## src/hw/rtl/i64div_pkg.sv

```systemverilog
// shared types and constants for the 64-bit integer divider
package i64div_pkg;

  localparam int unsigned DATA_W = 64;
  localparam int unsigned OP_W   = 2;
  localparam int unsigned CNT_W  = $clog2(DATA_W);

  // operation codes
  localparam logic [OP_W-1:0] OP_SDIV = 2'd0;
  localparam logic [OP_W-1:0] OP_SREM = 2'd1;
  localparam logic [OP_W-1:0] OP_UDIV = 2'd2;
  localparam logic [OP_W-1:0] OP_UREM = 2'd3;

  typedef enum logic [1:0] {
    ST_IDLE,
    ST_PREP,
    ST_DIV,
    ST_FIX
  } state_e;

  // controller to datapath
  typedef struct packed {
    logic load;
    logic prep;
    logic step;
    logic finish;
  } cmd_t;

  // datapath to controller
  typedef struct packed {
    logic last_step;
  } sts_t;

endpackage

```

## src/hw/rtl/i64div_ifs.sv

```systemverilog
// item channels of the 64-bit integer divider

interface i64div_in_if;
  logic                             valid;
  logic                             ready;
  logic [i64div_pkg::OP_W-1:0]      op;
  logic [i64div_pkg::DATA_W-1:0]    dividend;
  logic [i64div_pkg::DATA_W-1:0]    divisor;

  modport source (output valid, op, dividend, divisor, input ready);
  modport sink (input valid, op, dividend, divisor, output ready);
endinterface

interface i64div_out_if;
  logic                             valid;
  logic                             ready;
  logic [i64div_pkg::DATA_W-1:0]    value;
  logic                             zero_divisor;

  modport source (output valid, value, zero_divisor, input ready);
  modport sink (input valid, value, zero_divisor, output ready);
endinterface

```

## src/hw/rtl/i64div_dpath.sv

```systemverilog
// datapath of the 64-bit divider: operand registers, restoring step, sign fix-up
module i64div_dpath (
  input  logic                            clk_i,
  input  logic                            rst_ni,
  input  i64div_pkg::cmd_t                cmd_i,
  output i64div_pkg::sts_t                sts_o,
  input  logic [i64div_pkg::OP_W-1:0]     op_i,
  input  logic [i64div_pkg::DATA_W-1:0]   dividend_i,
  input  logic [i64div_pkg::DATA_W-1:0]   divisor_i,
  output logic [i64div_pkg::DATA_W-1:0]   value_o,
  output logic                            zero_divisor_o
);

  localparam int unsigned W = i64div_pkg::DATA_W;

  logic [i64div_pkg::OP_W-1:0]  op_q;
  logic [W-1:0]                 x_q, y_q;
  logic [W-1:0]                 a_q, a_d;
  logic [W-1:0]                 b_q;
  logic [W-1:0]                 r_q, r_d;
  logic                         x_neg_q, y_neg_q, zero_q;
  logic [i64div_pkg::CNT_W-1:0] cnt_q;
  logic [W-1:0]                 value_q;
  logic                         zdiv_q;

  logic         is_signed, want_rem;
  logic [W:0]   rs, diff;
  logic         ge;
  logic [W-1:0] sel, mag_res, fallback, result;
  logic         neg_res;

  assign is_signed = op_q inside {i64div_pkg::OP_SDIV, i64div_pkg::OP_SREM};
  assign want_rem  = op_q inside {i64div_pkg::OP_SREM, i64div_pkg::OP_UREM};

  // one restoring step: shift in next dividend bit, trial subtract
  always_comb begin
    rs   = {r_q, a_q[W-1]};
    diff = rs - {1'b0, b_q};
    ge   = ~diff[W];
    r_d  = ge ? diff[W-1:0] : rs[W-1:0];
    a_d  = {a_q[W-2:0], ge};
  end

  // sign fix-up and zero divisor fallback
  always_comb begin
    sel     = want_rem ? r_q : a_q;
    neg_res = want_rem ? x_neg_q : (x_neg_q ^ y_neg_q);
    mag_res = neg_res ? (W'(0) - sel) : sel;
    if (want_rem) begin
      fallback = x_q;
    end else if (is_signed) begin
      fallback = x_neg_q ? {W{1'b1}} : W'(1);
    end else begin
      fallback = (x_q == '0) ? W'(0) : W'(1);
    end
    result = zero_q ? fallback : mag_res;
  end

  // operand and working registers
  always_ff @(posedge clk_i) begin
    if (cmd_i.load) begin
      op_q <= op_i;
      x_q  <= dividend_i;
      y_q  <= divisor_i;
    end
    if (cmd_i.prep) begin
      x_neg_q <= is_signed & x_q[W-1];
      y_neg_q <= is_signed & y_q[W-1];
      zero_q  <= (y_q == '0);
      a_q     <= (is_signed && x_q[W-1]) ? (W'(0) - x_q) : x_q;
      b_q     <= (is_signed && y_q[W-1]) ? (W'(0) - y_q) : y_q;
      r_q     <= '0;
    end else if (cmd_i.step) begin
      a_q <= a_d;
      r_q <= r_d;
    end
    if (cmd_i.finish) begin
      value_q <= result;
      zdiv_q  <= zero_q;
    end
  end

  // step counter
  always_ff @(posedge clk_i or negedge rst_ni) begin
    if (!rst_ni) begin
      cnt_q <= '0;
    end else if (cmd_i.prep) begin
      cnt_q <= '0;
    end else if (cmd_i.step) begin
      cnt_q <= cnt_q + 1'b1;
    end
  end

  assign sts_o.last_step = (cnt_q == i64div_pkg::CNT_W'(W - 1));
  assign value_o         = value_q;
  assign zero_divisor_o  = zdiv_q;

endmodule

```

## src/hw/rtl/i64div_ctrl.sv

```systemverilog
// controller of the 64-bit divider: sequencing and output valid
module i64div_ctrl (
  input  logic              clk_i,
  input  logic              rst_ni,
  input  logic              in_valid_i,
  output logic              in_ready_o,
  output logic              out_valid_o,
  input  logic              out_ready_i,
  input  i64div_pkg::sts_t  sts_i,
  output i64div_pkg::cmd_t  cmd_o
);

  i64div_pkg::state_e state_q, state_d;
  logic               out_valid_q, out_valid_d;
  logic               out_free;

  assign out_free = ~out_valid_q | out_ready_i;

  // next state
  always_comb begin
    state_d = state_q;
    case (state_q)
      i64div_pkg::ST_IDLE: begin
        if (in_valid_i) state_d = i64div_pkg::ST_PREP;
      end
      i64div_pkg::ST_PREP: state_d = i64div_pkg::ST_DIV;
      i64div_pkg::ST_DIV: begin
        if (sts_i.last_step) state_d = i64div_pkg::ST_FIX;
      end
      i64div_pkg::ST_FIX: begin
        if (out_free) state_d = i64div_pkg::ST_IDLE;
      end
      default: state_d = i64div_pkg::ST_IDLE;
    endcase
  end

  // outputs
  always_comb begin
    cmd_o      = '0;
    in_ready_o = 1'b0;
    case (state_q)
      i64div_pkg::ST_IDLE: begin
        in_ready_o = 1'b1;
        cmd_o.load = in_valid_i;
      end
      i64div_pkg::ST_PREP: cmd_o.prep = 1'b1;
      i64div_pkg::ST_DIV:  cmd_o.step = 1'b1;
      i64div_pkg::ST_FIX:  cmd_o.finish = out_free;
      default: cmd_o = '0;
    endcase
  end

  // output register valid
  always_comb begin
    out_valid_d = out_valid_q;
    if (out_ready_i) out_valid_d = 1'b0;
    if (cmd_o.finish) out_valid_d = 1'b1;
  end

  always_ff @(posedge clk_i or negedge rst_ni) begin
    if (!rst_ni) begin
      state_q     <= i64div_pkg::ST_IDLE;
      out_valid_q <= 1'b0;
    end else begin
      state_q     <= state_d;
      out_valid_q <= out_valid_d;
    end
  end

  assign out_valid_o = out_valid_q;

endmodule

```

## src/hw/rtl/int64_divider_signed_unsigned_core.sv

```systemverilog
// top level of the 64-bit signed/unsigned integer divider
//
//   channel  dir  payload                       transfer
//   in_i     in   op, dividend, divisor         valid & ready
//   out_o    out  value, zero_divisor           valid & ready
//
// after its item is accepted, a result is formed in order: operand magnitudes,
// 64 restoring steps (one quotient bit each through a single 65-bit
// subtractor), then sign fix-up into the output register.
// a new item is taken in the cycle after the result is written; that result may
// still wait on a stalled output, and the next fix-up holds until it leaves.
// reset clears the controller and step counter only.
module int64_divider_signed_unsigned_core (
  input  logic          clk_i,
  input  logic          rst_ni,
  i64div_in_if.sink     in_i,
  i64div_out_if.source  out_o
);

  i64div_pkg::cmd_t cmd;
  i64div_pkg::sts_t sts;

  // sequencing
  i64div_ctrl u_ctrl (
    .clk_i       (clk_i),
    .rst_ni      (rst_ni),
    .in_valid_i  (in_i.valid),
    .in_ready_o  (in_i.ready),
    .out_valid_o (out_o.valid),
    .out_ready_i (out_o.ready),
    .sts_i       (sts),
    .cmd_o       (cmd)
  );

  // arithmetic
  i64div_dpath u_dpath (
    .clk_i          (clk_i),
    .rst_ni         (rst_ni),
    .cmd_i          (cmd),
    .sts_o          (sts),
    .op_i           (in_i.op),
    .dividend_i     (in_i.dividend),
    .divisor_i      (in_i.divisor),
    .value_o        (out_o.value),
    .zero_divisor_o (out_o.zero_divisor)
  );

endmodule
```

## src/flat_wrapper.sv

```systemverilog
// flat-port wrapper written by rule: the top's interface ports become plain ports
module int64_divider_signed_unsigned_core_flat 
  (clk_i, rst_ni, in_i_valid, in_i_op, in_i_dividend, in_i_divisor, in_i_ready, out_o_valid, out_o_value, out_o_zero_divisor, out_o_ready);
  i64div_in_if in_i_i ();
  i64div_out_if out_o_i ();
  input  logic clk_i;
  input  logic rst_ni;
  input wire logic [$bits(in_i_i.valid)-1:0] in_i_valid;
  input wire logic [$bits(in_i_i.op)-1:0] in_i_op;
  input wire logic [$bits(in_i_i.dividend)-1:0] in_i_dividend;
  input wire logic [$bits(in_i_i.divisor)-1:0] in_i_divisor;
  output wire logic [$bits(in_i_i.ready)-1:0] in_i_ready;
  output wire logic [$bits(out_o_i.valid)-1:0] out_o_valid;
  output wire logic [$bits(out_o_i.value)-1:0] out_o_value;
  output wire logic [$bits(out_o_i.zero_divisor)-1:0] out_o_zero_divisor;
  input wire logic [$bits(out_o_i.ready)-1:0] out_o_ready;
  assign in_i_i.valid = in_i_valid;
  assign in_i_i.op = in_i_op;
  assign in_i_i.dividend = in_i_dividend;
  assign in_i_i.divisor = in_i_divisor;
  assign in_i_ready = in_i_i.ready;
  assign out_o_valid = out_o_i.valid;
  assign out_o_value = out_o_i.value;
  assign out_o_zero_divisor = out_o_i.zero_divisor;
  assign out_o_i.ready = out_o_ready;
  int64_divider_signed_unsigned_core u_core (.clk_i(clk_i), .rst_ni(rst_ni), .in_i(in_i_i), .out_o(out_o_i));
endmodule
```

## config.mk

```make
export PLATFORM = sky130hd
export DESIGN_NAME = int64_divider_signed_unsigned_core_flat
export DESIGN_NICKNAME = d
export VERILOG_FILES = /design/src/hw/rtl/i64div_pkg.sv /design/src/hw/rtl/i64div_ifs.sv /design/src/hw/rtl/i64div_dpath.sv /design/src/hw/rtl/i64div_ctrl.sv /design/src/hw/rtl/int64_divider_signed_unsigned_core.sv /design/src/flat_wrapper.sv
export SDC_FILE = /design/constraint.sdc
export NUM_CORES = 1
export LEC_CHECK = 0
export BUFFER_PORTS_ARGS = -buffer_cell sky130_fd_sc_hd__buf_2
export CORE_MARGIN = 1.5
export CORE_UTILIZATION = 30
export CTS_CLUSTER_SIZE = 25
export DETAILED_ROUTE_END_ITERATION = 8
export GPL_ROUTABILITY_DRIVEN = 0
export PLACE_DENSITY_LB_ADDON = 0.25
export SLEW_MARGIN = 10
export SYNTH_ARGS = -nofsm -noshare
export SYNTH_HDL_FRONTEND = slang
export SYNTH_SLANG_ARGS = --single-unit
```

## constraint.sdc

```tcl
create_clock -name clk_i -period 6.4 [get_ports clk_i]
set_input_delay 0.32 -clock clk_i [delete_from_list [all_inputs] [get_ports clk_i]]
set_output_delay 0.32 -clock clk_i [all_outputs]
set_load 0.02 [all_outputs]
```

# Word level (Yosys, flattened, before mapping)
# Cells that the tools add are included.
totals:
  ramBits: 0
  wordCells: 71
  rom_bits: 0
  latch_bits: 0
  mem_count: 0
  reg_bits: 399
  output_inout_bits: 67
  in_bits: 134
op_classes:
  n_reduce_logical: 11
  eq_ne: 9
  n_bitwise: 6
  n_addsub: 5
  order_cmp: 0
  multipliers: 0
  n_mux: 26
  div: 0
  shifts: 0
ops:
  columns: ["cell", "count"]
  rows:
  - ["64-bit two-way mux", 11]
  - ["1-bit by 64-bit subtractor with 64-bit output, first input constant", 3]
  - ["64-bit zero test", 2]
  - ["65-bit by 64-bit subtractor with 65-bit output", 1]
  - ["6-bit two-way mux", 2]
  - ["1-bit two-way mux", 9]
  - ["2-bit one-hot mux with 4 select lines", 1]
  - ["2-bit nonzero test", 4]
  - ["6-bit by 1-bit adder with 6-bit output, second input constant", 1]
  - ["2-bit equality test, second input constant", 3]
  - ["6-bit equality test, second input constant", 1]
  - ["2-bit two-way mux", 3]
  - ["2-bit by 1-bit equality test with 1-bit output, second input constant", 2]
  - ["2-bit zero test", 2]
  - ["2-bit != test, second input constant", 2]
  - ["3-bit AND reduction", 1]
  - ["1-bit AND", 2]
  - ["1-bit logical AND", 2]
  - ["2-bit by 1-bit != test with 1-bit output, second input constant", 1]
  - ["1-bit inverter", 2]
  - ["1-bit OR", 1]
  - ["1-bit bitwise XOR", 1]

# Logic depth before layout (Yosys ltp)
# Gate-level depths: netlist of run 1.
depth:
  word_depth: 6
  ltp_mapped: 20
  mapped_depth_nobuf: 13

# Modules after synthesis
# Synthesis of run 1 repeated with hierarchy kept, for this count alone.
unflattened:
  hier_cells: 2560
  area_unflattened_um2: 24368.4
by_module_without_submodules:
  columns: ["mod", "area_each_um2", "instances", "seq_area_each_um2", "cells_each"]
  rows:
  - ["i64div_dpath", 24133.1, 1, 11220.8, 2539]
  - ["i64div_ctrl", 235.2, 1, 75.1, 21]

# Worst setup path before layout of run 1
# Ideal clock, no wire load.
synth_timing:
  kind: "register to register"
  startpoint: "register u_core.u_dpath.op_q[0] in the netlist's numbering"
  endpoint: "register u_core.u_dpath.value_q[58], in the netlist u_core.u_dpath.value_o[58], data pin"
  synth_period_minus_slack_ns: 4.979
  path_buffers: 9
  setup_slack_ns: 1.421
  t_arrival_ns: 4.708
  setup_time_ns: 0.270
  required_time_ns: 6.130
  path_stages_with_launch: 21
  cell_sequence: "edfxtp_1 buf_2 buf_2 buf_2 buf_2 buf_2 buf_2 buf_2 buf_2 buf_2 mux2i_1 ha_1 o221ai_1 nor4_2 a41oi_1 or2_2 a21oi_1 o2111ai_1 xnor2_1 nor2_1 a21oi_1"
synth_via:
  elab_chain_len: 6
  word_cells_on_any_way: 12
  cone_classes: "add/sub: 1; eq/ne: 2; mux: 6; reduce/logical: 3"
synth_lines:
  columns: ["item", "line", "source"]
  rows:
  - ["start, declared", "i64div_dpath.sv:16", "logic [i64div_pkg::OP_W-1:0] op_q;"]
  - ["start signal, assigned", "i64div_dpath.sv:62", "op_q <= op_i;"]
  - ["2-bit by 1-bit equality test with 1-bit output / 2-bit equality test (equally long branches)", "i64div_dpath.sv:32, i64div_dpath.sv:33", null]
  - ["2-bit nonzero test", "i64div_dpath.sv:33", "assign want_rem = op_q inside {i64div_pkg::OP_SREM, i64div_pkg::OP_UREM};"]
  - ["64-bit two-way mux", "i64div_dpath.sv:46", "sel = want_rem ? r_q : a_q;"]
  - ["1-bit by 64-bit subtractor with 64-bit output", "i64div_dpath.sv:48", "mag_res = neg_res ? (W'(0) - sel) : sel;"]
  - ["64-bit two-way mux", "i64div_dpath.sv:48", null]
  - ["64-bit two-way mux *", "i64div_dpath.sv:56", "result = zero_q ? fallback : mag_res;"]
  - ["named net u_core.u_dpath.result[58]", "i64div_dpath.sv:29", "logic [W-1:0] sel, mag_res, fallback, result;"]
  - ["end signal, assigned", "i64div_dpath.sv:78", "value_q <= result;"]
  - ["end, declared", "i64div_dpath.sv:23", "logic [W-1:0] value_q;"]
# Mark *: on every way through the listed nets, which the timed path passes. The rest lies on a longest branch.
# A chain may end at the register's enable or synchronous reset.

# Worst setup path in the final report of run 1
layout_timing:
  startpoint: "register u_core.u_dpath.op_q[0] in the netlist's numbering"
  endpoint: "register u_core.u_dpath.value_q[51], in the netlist u_core.u_dpath.value_o[51], data pin"
# The elaborated chain is that of the path after synthesis.

==> results of run 1 <==
layout by cell type (no fill, tap or decap), types with 43 or more instances in the layout:
| cell | Yosys | final |
|---|---|---|
| a21o_1 | 43 | 43 |
| a21oi_1 | 333 | 333 |
| a311oi_1 | 47 | 47 |
| buf_2 | 24 | 200 |
| clkbuf_16 | 0 | 47 |
| dfxtp_1 | 64 | 64 |
| dlygate4sd3_1 | 0 | 131 |
| edfxtp_1 | 326 | 326 |
| ha_1 | 72 | 69 |
| inv_1 | 100 | 100 |
| mux2i_1 | 82 | 82 |
| nand2_1 | 219 | 219 |
| nor2_1 | 296 | 296 |
| nor3_1 | 62 | 62 |
| o21ai_0 | 109 | 109 |
| xnor2_1 | 128 | 127 |
| xor2_1 | 101 | 100 |
flip-flops by register name (all words and copies together), names as in the netlist, 2 cells and up:
signal and flops:
u_core.u_dpath.op_q 2, u_core.u_dpath.y_q 64, u_core.u_dpath.x_q 64, u_core.u_dpath.r_q 64
u_core.u_dpath.cnt_q 6, u_core.u_dpath.a_q 64, u_core.u_dpath.value_o 64, u_core.u_dpath.b_q 64
u_core.u_ctrl.state_q 2
worst paths after layout:
| check | start | depth (start not counted) | endpoint | slack [ns] |
|---|---|---|---|---|
| max in group asynchronous | rst_ni | 2 | u_core.u_dpath.cnt_q[2]$_DFFE_PN0P_ | 6.08 |
| worst max register to register | u_core.u_dpath.op_q[0]$_DFFE_PP_ | 11 | u_core.u_dpath.value_o[51]$_DFFE_PP_ | 1.44 |
| worst max-delay path | u_core.u_dpath.op_q[0]$_DFFE_PP_ | 11 | u_core.u_dpath.value_o[51]$_DFFE_PP_ | 1.44 |
| min in group clk_i | in_i_valid | 5 | u_core.u_ctrl.state_q[1]$_DFFE_PN0P_ | 0.17 |
| worst min-delay path | rst_ni | 2 | u_core.u_dpath.cnt_q[3]$_DFFE_PN0P_ | 0.13 |
| worst min register to register | u_core.u_dpath.r_q[0]$_SDFFE_PP0P_ | 2 | u_core.u_dpath.r_q[0]$_SDFFE_PP0P_ | 0.56 |
timing repair:
action,CTS,global route
endpoints found under the hold margin,139,0
resized for setup,0,0
hold buffers,131,0
endpoints found under the setup margin,0,0
final cells by class:
class,count,area share [%]
diodes,3,0.0258
clock buffers,62,4.28
clock inverters,23,0.741
inverters,101,1.30
multi-input cells,1909,41.6
flip-flops and latches,399,38.9
well taps,1060,4.56
repair buffers,353,8.61
through the flow:
step	cell area, um2	power (mW)	util (%)	cells
after global placement	26300	12.4	32.7	3691
after global routing	29100	16.3	36.1	3909
final	29100	15.2	36.1	3910
after CTS	29100	15.2	36.1	3907
after floorplan	24300	10.4	-	2557
after detailed placement	26300	12.5	32.7	3691
power by group through the flow:
stage                     clock network, mW  registers [mW]  logic (mW)
final                                  2.60            5.09        7.48
after global routing                   2.78            5.21        8.30
after CTS                              2.69            5.08        7.44
after detailed placement                  0            5.12        7.34
after global placement                    0            5.10        7.26
after floorplan                           0            4.91        5.45
per-layer routing:
layer / routed length (um) / share of wire (%) / vias up
met5: 0 / 0 / -
met4: 1610 / 2.3 / 0
met3: 4570 / 6.4 / 100
met2: 30300 / 42 / 641
met1: 34900 / 49 / 9460
li1: - / - / 9879
logic make-up (layout without fill, tap and decap cells):
group,count (synthesis),after routing,synth area share [%]
xor+xnor,231,231,8.39
buf+inv,249,539,4.11
simple gates,813,813,15.8
compound gates,701,701,17.6
flops,399,399,46.5
fa+ha+maj,73,73,3.79
other cells,0,3,0
mux,91,91,3.79
critical path: stages, from the launching register on:
cell and delay (ns):
edfxtp_1 1.15, buf_12 0.40, buf_12 0.42, mux2i_1 0.39, o211ai_1 0.17, nor2_1 0.26
nand4_1 0.37, o41ai_1 0.80, o21ai_0 0.26, xnor2_1 0.19, nor2_1 0.09, a21oi_1 0.05
==> metrics.csv, run 1 <==
metric;value;unit
WL per Instance;18.2;um
later-pin clock latency in the skew report;0.59;ns
Net Sw Power;6.76;mW
Setup Crit Path Kind;reg2reg;
clock share of power;17.1;%
Post-synth EDFFs;326;
Via density;5.14;
clock buffer depth;3;
register area share after synthesis;46.5;%
CTS clk-pin slew, worst paths;0.06;ns
min Tclk post-route;4.96;ns
gr usage total;16.8;%
CTS Buf Count;46;
Vias;20100;
Switching Share;44.6;%
run status;finished, final reports clean;
Final Hold Fails;0;
Post-Synthesis Cells;2557;
fmax;202;MHz
largest net degree at the start of global routing;86;
# port buffers;200;
Initial Utilization;30.2;%
initial antenna violation count;2;
max-slew violation count;0;
Post-route DRC;0;
Die Wd;288;um
type of the worst min-delay path;in2async;
Fillers;8078;
Leak;10.9;nW
CTS tree;built;
P&R area growth vs syn;19.6;%
Final Routed Wirelength;71.3;mm
yosys warns;0;
power density over the cells;522;mW/mm2
Worst Setup Start Kind;register;
clk root buf;clkbuf_16;
Worst Path Max Fanout;85;
Final WS setup;1.44;ns
GR Util met3;2.69;%
Die ar.;0.0827;mm2
HPWL Detailed;53.1;mm
Storage cell area;0.0113;mm2
Synth async-reset ratio;2.26;%
most frequent cell after synthesis;a21oi_1;
Cell Area, Synth;0.0243;mm2
max cap viols;0;
combinational power share;49.3;%
Rel. slew slack;19.6;%
Slew @ Worst Pin;1.21;ns
top post-synthesis cells by area;edfxtp_1, a21oi_1, dfxtp_1, xnor2_1, nor2_1;
clock skew;0.0225;ns
initial drt markers;1752;
cell taking the most area after synthesis;edfxtp_1;
post-route ant nets;0;
row cnt;104;
FF+latch count, synth;399;
first-pass GRT wire length;110;mm
Setup Fix Bufs, Post-CTS;0;
Tcrit/Tclk final;77.5;%
Yosys top cell area share;40.3;%
Layout Nets;3017;
# IOs;201;
multi-input logic area;0.0121;mm2
met1 Use GR;24.8;%
Mapped Nets;2764;
Sum Neg Setup Slack;0;ns
Post-synth top flop;edfxtp_1;
Internal Power;8.41;mW
Peak supply drop;0.242;mV
core area;0.0804;mm2
total congestion overflow;0;
M2 GR Usage;25.4;%
dpl ws;1.59;ns
Final setup viols;0;
Fin Hold WS;0.128;ns
Worst EP required;6.69;ns
Arr. time, crit path;5.25;ns
DR pass1 iterations;6;
Sink Count;399;
synth unique cells;79;
Reg power frac;33.6;%
Die Ht;288;um
nature of the critical path endpoint;register;
fraction of layout cells with a size suffix above 1;11.8;%
RSZ-0062 raised after global routing;no;
H-tree Lvls;2;
busiest grt layer;met2;
Post-synth top cells;a21oi_1, edfxtp_1, nor2_1;
syn_area_per_cell;9.51;um2
vias in the first global route;19400;
(Power assumes the default switching activity.)
==> inputs of run 2 (changes only) <==
- clock period: 6.4 -> 4.9 ns (I/O delays scaled with it)
==> metrics.csv, run 2 (synthesis gave the netlist of run 1 again) <==
metric;value;unit
run status;finished, final reports clean;
gr usage total;17.1;%
Worst Path Max Fanout;57;
commonest non-fill, non-tap cell in the layout;a21oi_1;
fmax;238;MHz
first-pass GRT wire length;112;mm
Via density;5.16;
Arr. time, crit path;4.50;ns
Placed Cells;3708;
H-tree Lvls;2;
Sum Neg Setup Slack;0;ns
Initial Utilization;30.2;%
max cap viols;0;
WL met2;31.5;mm
row cnt;104;
later-pin clock latency in the skew report;0.59;ns
clock skew;0.0157;ns
max layer used;met4;
Reg power frac;32.6;%
DR pass1 iterations;6;
fraction of layout cells with a size suffix above 1;12.6;%
Fin Hold WS;0.0443;ns
Sink Count;399;
Post-route DRC;0;
final non-filler cell total;3926;
dpl cell area;0.0264;mm2
Final Routed Wirelength;73.0;mm
core area;0.0804;mm2
initial antenna violation count;3;
type of the worst min-delay path;in2async;
most frequent cells in the layout;a21oi_1, edfxtp_1, nor2_1;
Net Sw Power;8.92;mW
Setup Crit Path Kind;reg2reg;
WL per Instance;18.6;um
Leak;11.1;nW
Die Ht;288;um
clock buffer depth;3;
Final setup viols;0;
initial drt markers;1637;
M1 WL;35.4;mm
fin util;36.5;%
Vias;20300;
# resized after CTS;0;
Switching Share;44.1;%
P&R area growth vs syn;20.7;%
Storage cell area;0.0113;mm2
# IOs;201;
RSZ-0062 raised after global routing;no;
CTS clk-pin slew, worst paths;0.06;ns
multi-input logic area;0.0121;mm2
combinational power share;49.1;%
clk root buf;clkbuf_16;
nature of the critical path endpoint;register;
Fillers;8067;
power density over the cells;689;mW/mm2
clock share of power;18.3;%
Peak supply drop;0.441;mV
min Tclk post-route;4.20;ns
max-slew violation count;0;
Layout Nets;3034;
cell area after layout;0.0293;mm2
Worst Setup Start Kind;register;
met3 routed wirelength;4.41;mm
Worst EP required;5.20;ns
Die ar.;0.0827;mm2
total congestion overflow;0;
Setup Fix Bufs, Post-CTS;0;
Rel. slew slack;34.0;%
CTS Buf Count;46;
Die Wd;288;um
vias in the first global route;19600;
CTS tree;built;
largest net degree at the start of global routing;151;
Slew @ Worst Pin;0.989;ns
Tcrit/Tclk final;85.8;%
Internal Power;11.3;mW
Final Hold Fails;0;
# port buffers;200;
post-route ant nets;0;
HPWL Detailed;54.4;mm
run 2: critical path: stages (launching register included):
cell and delay [ns]:
edfxtp_1 0.81, buf_12 0.36, mux2i_1 0.36, o21ai_0 0.26
nor3_1 0.51, nand4_1 0.17, buf_4 0.20, nor4_1 0.42
a41o_1 0.29, o21ai_0 0.16, xnor2_1 0.17, nor2_1 0.10
a21oi_1 0.06
run 2: area by class of cell:
class	instances	area share [%]
tap	1060	4.52
clock buffer	53	4.09
antenna	3	0.0256
inverter	101	1.29
sequential	399	38.5
multi-input combinational	1909	41.2
clock inverter	31	1.33
timing repair buffer	370	9.05
run 2: worst paths after layout:
kind | start | to | slack, ns | cells after the start
setup / recovery | u_core.u_dpath.op_q[0]$_DFFE_PP_ | u_core.u_dpath.value_o[61]$_DFFE_PP_ | 0.70 | 12
hold / removal | rst_ni | u_core.u_ctrl.out_valid_o$_DFFE_PN0P_ | 0.04 | 2
setup reg to reg | u_core.u_dpath.op_q[0]$_DFFE_PP_ | u_core.u_dpath.value_o[61]$_DFFE_PP_ | 0.70 | 12
hold reg to reg | u_core.u_dpath.r_q[1]$_SDFFE_PP0P_ | u_core.u_dpath.r_q[1]$_SDFFE_PP0P_ | 0.55 | 2
max in group asynchronous | rst_ni | u_core.u_dpath.cnt_q[2]$_DFFE_PN0P_ | 4.66 | 2
min in group clk_i | in_i_valid | u_core.u_ctrl.state_q[0]$_DFFE_PN0P_ | 0.09 | 5
run 2: per-layer routing:
metal  GRT usage (%)  vias up
met5               0        -
met4            4.64        0
met3            2.45       91
met2            26.4      617
met1            24.9     9650
li1                -     9914
run 2: metrics by stage:
stage                     total power, mW  setup slack, ns
after global routing                 21.7            0.399
after floorplan                      13.5           0.0534
after detailed placement             16.4            0.721
after CTS                            20.2            0.740
final                                20.2            0.695
after global placement               16.2            0.790
run 2: power by group through the flow:
stage                     logic, mW  clock network, mW  registers, mW
final                          9.93               3.69           6.59
after global routing           11.0               3.91           6.73
after CTS                      9.88               3.79           6.56
after detailed placement       9.73                  0           6.62
after global placement         9.64                  0           6.58
after floorplan                7.12                  0           6.41
run 2: timing repair:
item                                   CTS  global route
hold buffers                           131             0
setup endpoints to repair                0             0
endpoints found under the hold margin  139             0
